[src/rtl/core/vwb_pkg.sv]
// Shared types and constants of the Verlet wall-bounce integrator.
package vwb_pkg;

    // Internal position width: wide enough for four damped bounces without wrap.
    localparam int W = 36;
    // Width of the damped product, position times unsigned Q1.15 damping.
    localparam int PW = W + 17;

    typedef logic signed [W-1:0]  t_pos;
    typedef logic signed [PW-1:0] t_prod;

    // Round-half-up offset for the Q.35 to Q.20 damping shift.
    localparam t_prod RND_DAMP = t_prod'(1) <<< 14;

    // One ball in flight through the wall stages.
    typedef struct packed {
        t_pos        cur_x;
        t_pos        cur_y;
        t_pos        prev_x;
        t_pos        prev_y;
        t_pos        ah_x;
        t_pos        ah_y;
        logic [20:0] radius;
        logic [3:0]  hits;
        logic        last;
    } t_ball;

    // Static description of one wall test.
    typedef struct packed {
        logic        axis_y;   // normal axis: 1 for y, 0 for x
        logic        dir_pos;  // bounce pushes toward +axis
        logic [22:0] limit;    // wall distance from origin, unsigned Q3.20
        logic [3:0]  mask;     // hit flag for this wall
    } t_wall_cfg;

endpackage

[src/rtl/core/vwb_wall.sv]
// One wall test with damped bounce, three pipeline stages.
module vwb_wall import vwb_pkg::*; (
    input  logic       i_clk,
    input  logic       i_rst_n,
    input  logic       i_en,
    input  t_wall_cfg  i_wall,
    input  logic [15:0] i_damp,
    input  logic       i_valid,
    input  t_ball      i_ball,
    output logic       o_valid,
    output t_ball      o_ball
);

    // stage A: hit test, displacement with forced normal sign
    logic  r_a_valid;
    t_ball r_a_ball;
    t_pos  r_a_wx, r_a_wy, r_a_wall;
    logic  r_a_hit;
    // stage B: damping products
    logic  r_b_valid;
    t_ball r_b_ball;
    t_prod r_b_px, r_b_py;
    t_pos  r_b_wall;
    logic  r_b_hit;
    // stage C: clamp and rebuild prev
    logic  r_c_valid;
    t_ball r_c_ball;

    t_pos  n_a_wall, n_a_wx, n_a_wy, a_c, a_wn, a_mag, a_forced, a_rad, a_lim;
    logic  n_a_hit;
    t_prod c_tx, c_ty;
    t_pos  c_wx, c_wy;
    t_ball n_c_ball;

    always_comb begin
        a_rad    = {{(W-21){1'b0}}, i_ball.radius};
        a_lim    = {{(W-23){1'b0}}, i_wall.limit};
        n_a_wall = i_wall.dir_pos ? (a_rad - a_lim) : (a_lim - a_rad);
        a_c      = i_wall.axis_y ? i_ball.cur_y : i_ball.cur_x;
        n_a_hit  = i_wall.dir_pos ? (a_c < n_a_wall) : (a_c > n_a_wall);
        n_a_wx   = i_ball.cur_x - i_ball.prev_x + i_ball.ah_x;
        n_a_wy   = i_ball.cur_y - i_ball.prev_y + i_ball.ah_y;
        a_wn     = i_wall.axis_y ? n_a_wy : n_a_wx;
        a_mag    = a_wn[W-1] ? -a_wn : a_wn;
        a_forced = i_wall.dir_pos ? a_mag : -a_mag;
        if (i_wall.axis_y) begin
            n_a_wy = a_forced;
        end else begin
            n_a_wx = a_forced;
        end
    end

    always_comb begin
        c_tx     = r_b_px + RND_DAMP;
        c_ty     = r_b_py + RND_DAMP;
        c_wx     = c_tx[W+14:15];
        c_wy     = c_ty[W+14:15];
        n_c_ball = r_b_ball;
        if (r_b_hit) begin
            if (i_wall.axis_y) begin
                n_c_ball.cur_y = r_b_wall;
            end else begin
                n_c_ball.cur_x = r_b_wall;
            end
            n_c_ball.prev_x = n_c_ball.cur_x - c_wx + r_b_ball.ah_x;
            n_c_ball.prev_y = n_c_ball.cur_y - c_wy + r_b_ball.ah_y;
            n_c_ball.hits   = r_b_ball.hits | i_wall.mask;
        end
    end

    always_ff @(posedge i_clk) begin
        if (!i_rst_n) begin
            r_a_valid <= 1'b0;
            r_b_valid <= 1'b0;
            r_c_valid <= 1'b0;
        end else if (i_en) begin
            r_a_valid <= i_valid;
            r_b_valid <= r_a_valid;
            r_c_valid <= r_b_valid;
        end
    end

    always_ff @(posedge i_clk) begin
        if (i_en) begin
            r_a_ball <= i_ball;
            r_a_wx   <= n_a_wx;
            r_a_wy   <= n_a_wy;
            r_a_wall <= n_a_wall;
            r_a_hit  <= n_a_hit;
            r_b_ball <= r_a_ball;
            r_b_px   <= r_a_wx * $signed({1'b0, i_damp});
            r_b_py   <= r_a_wy * $signed({1'b0, i_damp});
            r_b_wall <= r_a_wall;
            r_b_hit  <= r_a_hit;
            r_c_ball <= n_c_ball;
        end
    end

    assign o_valid = r_c_valid;
    assign o_ball  = r_c_ball;

endmodule

[config.mk]
export PLATFORM = sky130hd
export DESIGN_NAME = vwb_wall
export DESIGN_NICKNAME = d
export VERILOG_FILES = /design/src/rtl/core/vwb_pkg.sv /design/src/rtl/core/vwb_wall.sv
export SDC_FILE = /design/constraint.sdc
export NUM_CORES = 2
export LEC_CHECK = 0
export BUFFER_PORTS_ARGS = -buffer_cell sky130_fd_sc_hd__buf_2
export CAP_MARGIN = 30
export CORE_MARGIN = 4
export CORE_UTILIZATION = 25
export CTS_BUF_LIST = sky130_fd_sc_hd__clkbuf_16
export CTS_CLUSTER_DIAMETER = 150
export DETAILED_ROUTE_END_ITERATION = 6
export GPL_ROUTABILITY_DRIVEN = 0
export RECOVER_POWER = 25
export SYNTH_ARGS = -nofsm -noshare
export SYNTH_HDL_FRONTEND = slang
export SYNTH_SLANG_ARGS = --single-unit
export TNS_END_PERCENT = 30
[constraint.sdc]
create_clock -name i_clk -period 13.7 [get_ports i_clk]
set_clock_uncertainty 0.2 [all_clocks]
set_input_delay 2.055 -clock i_clk [delete_from_list [all_inputs] [get_ports i_clk]]
set_output_delay 2.055 -clock i_clk [all_outputs]
set_load 0.01 [all_outputs]
==> flow_summary.json <==
{
  "num_rows": 216,
  "synth_top_family_by_area": "adder cells",
  "yosysSeqAreaShare": 0.320,
  "synthToLayoutAreaGrowth_pct": 12.9,
  "wl_met3_um": 21500,
  "chipWidth_um": 597,
  "rsz0062_at_grt": "no",
  "track_usage": 0.153,
  "worst-setup-path-type": "input pin to flop",
  "grt_pass1_vias": 60303,
  "grt_pass1_wl_um": 408000,
  "numClockSinks": 925,
  "drc": 0,
  "ys_warn_count": 0,
  "syn_area_um2": 86800,
  "cp_max_fo": 57,
  "synth-simple-area-share": 0.123,
  "synth_compound_area_frac": 0.0712,
  "antenna_found_initial": 55,
  "cts-resized-gates": 0,
  "avgSynthCellArea_um2": 10.6,
  "drive_above_1_share": 0.0965,
  "synth_nets": 10162,
  "port_buffers": 533,
  "wl_per_cell_um": 20.9,
  "finalSetupTns_ns": 0,
  "nets": 10557,
  "dpl.hpwl_um": 224000,
  "first_pass_iters": 7,
  "slew_violations": 0,
  "grt_max_degree": 156,
  "synth_fa_ha_area_frac": 0.344,
  "gr-total-overflow": 0,
  "post-route-period-util": 0.727,
  "routed_via_density": 4.55,
  "slew_headroom": 0.254,
  "start_util": 0.251,
  "place_ws_ns": 2.97,
  "max-cap-violations": 0,
  "cts_buffers": 98,
  "chipHeight_um": 597,
  "layout_commonest_cell": "inv_1",
  "dieArea_um2": 357000,
  "wl_met2_um": 126000,
  "totalWireLength_um": 278000,
  "reg2reg_slack_ns": 5.10,
  "h-tree-depth": 3,
  "clk_pin_slew_ns": 0.07,
  "mostFrequentLayoutCells": "1545 x inv_1, 1204 x fa_1, 969 x nand2_1",
  "cp.required_ns": 13.97,
  "ys_seq_elements": 925,
  "setup_slack_ns": 3.74,
  "synth_top_cell_by_area": "edfxtp_1",
  "yosys.area_share.xor_xnor": 0.0367,
  "cts_buffer_depth": 3,
  "cts_setup_buffers": 0,
  "num_io_pins": 534,
  "core_area_um2": 346000,
  "clkLatencyLatePin_ns": 0.75,
  "synth.top_cell.area_share": 0.319,
  "postCtsHoldBufs": 0,
  "setup_violations": 0,
  "wl_met1_um": 121000,
  "worst_slew_pin_slew_ns": 1.12,
  "routed.top_layer": "met5",
  "async_flop_share": 0,
  "cp-start-kind": "input pin",
  "min_path_type": "flop to flop",
  "drtIter0Drc": 5526,
  "status": "finished clean",
  "finalWorstPathRequiredPeriod_ns": 9.96,
  "crit_arrival_ns": 10.23,
  "synth.distinct_cells": 103,
  "cts_tree": "built",
  "antenna_left": 0,
  "synthMuxAreaShare": 0.0250,
  "synth.area.top_cells": "edfxtp_1 32%, fa_1 28%, ha_1 6.7%",
  "ys.flop_type": "edfxtp_1",
  "synth_edf_count": 922,
  "syn_inst": 8205,
  "hold_viol": 0,
  "vias": 60503,
  "cts-root-buf": "clkbuf_16",
  "max_freq_mhz": 100,
  "cp-end-kind": "flop"
}
==> registers in the layout, summed over array words and instances (netlist names) <==
register   count
o_ball       242
r_b_valid      1
r_a_wx        36
r_b_px        37
r_a_valid      1
o_valid        1
r_b_hit        1
r_b_py        37
n_c_ball      94
r_a_hit        1
r_b_wall      24
r_a_ball     242
r_a_wy        36
r_a_wall      24
r_b_ball     148
==> critical path, cell delays in order <==
cell and delay, ns:
buf_2 0.20, buf_4 0.64, nand2_1 0.17, fa_1 0.57, inv_1 0.05, fa_1 0.47
inv_1 0.05, fa_1 0.50, inv_1 0.05, fa_1 0.53, inv_1 0.05, fa_1 0.47
inv_1 0.05, fa_1 0.36, ha_1 0.35, a21o_1 0.19, a21oi_1 0.13, nor2b_1 0.06
a311oi_1 0.44, a21oi_1 0.31, o21ai_0 0.57, a211oi_1 0.27, a211oi_1 0.79, o21ai_0 0.27
a31o_2 0.30, a21oi_1 0.17, xnor2_1 0.07
==> final cells by class <==
| type | count | area [µm²] |
|---|---|---|
| Fill cell | 36121 | 248000 |
| Multi-Input combinational cell | 5422 | 52100 |
| Sequential cell | 925 | 27700 |
| Inverter | 1541 | 5790 |
| Tap cell | 4578 | 5730 |
| Timing Repair Buffer | 612 | 3210 |
| Clock buffer | 98 | 2450 |
| Clock inverter | 84 | 931 |
| Antenna cell | 36 | 90.1 |
==> worst paths after layout <==
path / endpoint / startpoint / cells after the start
max reg2reg: r_b_px[48] / r_a_wx[12] / 25
min: r_b_ball[225] / r_a_ball[225] / 0
max: r_b_px[48] / i_damp[5] / 27
min reg2reg: r_b_ball[225] / r_a_ball[225] / 0
==> per-layer routing <==
| metal | global-route usage | up-vias |
|---|---|---|
| met2 | 0.242 | 2291 |
| met4 | 0.0417 | 10 |
| met5 | 0 | - |
| met3 | 0.0263 | 308 |
| li1 | - | 27074 |
| met1 | 0.216 | 30820 |
==> cells in the mapped netlist, drive strengths merged (6+ instances only) <==
library cell  number
o21bai            26
a31o               7
a22oi              6
ha               462
o31ai             19
a2111oi            7
or2               13
nor2             378
xnor2            219
clkbuf           287
o211ai            19
inv             1540
a31oi             31
o221ai             9
nand2b            42
mux2             153
nor2b             49
edfxtp           922
and2             457
nand4             41
a21oi            252
a211o              7
o211a              9
nor4              17
a221oi             9
xor2             145
and3              52
o2111ai            9
fa              1204
or3               16
nand3            100
a211oi            44
nand3b             6
mux2i             44
a21boi            14
or4                7
and4              14
o21ai            224
a41oi              6
buf               30
nand2            970
nor3              70
o21a              50
a21o             147
==> cells by family (layout without fill, tap and decap cells) <==
family / Yosys count / after routing
adders and majority gates: 1666 / 1666
muxes: 197 / 197
buffers and inverters: 1858 / 2335
and+or+nand+nor: 2247 / 2247
xor gates and xnor gates: 364 / 364
other: 0 / 36
AOI/OAI and AO/OA: 948 / 948
DFF: 925 / 925
==> stage by stage <==
step	util	instances	hold WS [ns]	cell area (µm²)
2_1_floorplan	-	8205	0.200	86800
3_3_place_gp	0.274	13069	0.200	94700
3_5_place_dp	0.274	13075	0.205	94700
4_1_cts	0.284	13257	0.156	98100
5_1_grt	0.283	13285	0.170	98000
6_report	0.283	13296	0.156	98100
Power is not shown: default switching activity piles up to over one toggle a cycle in this logic, so the estimate is an artifact.
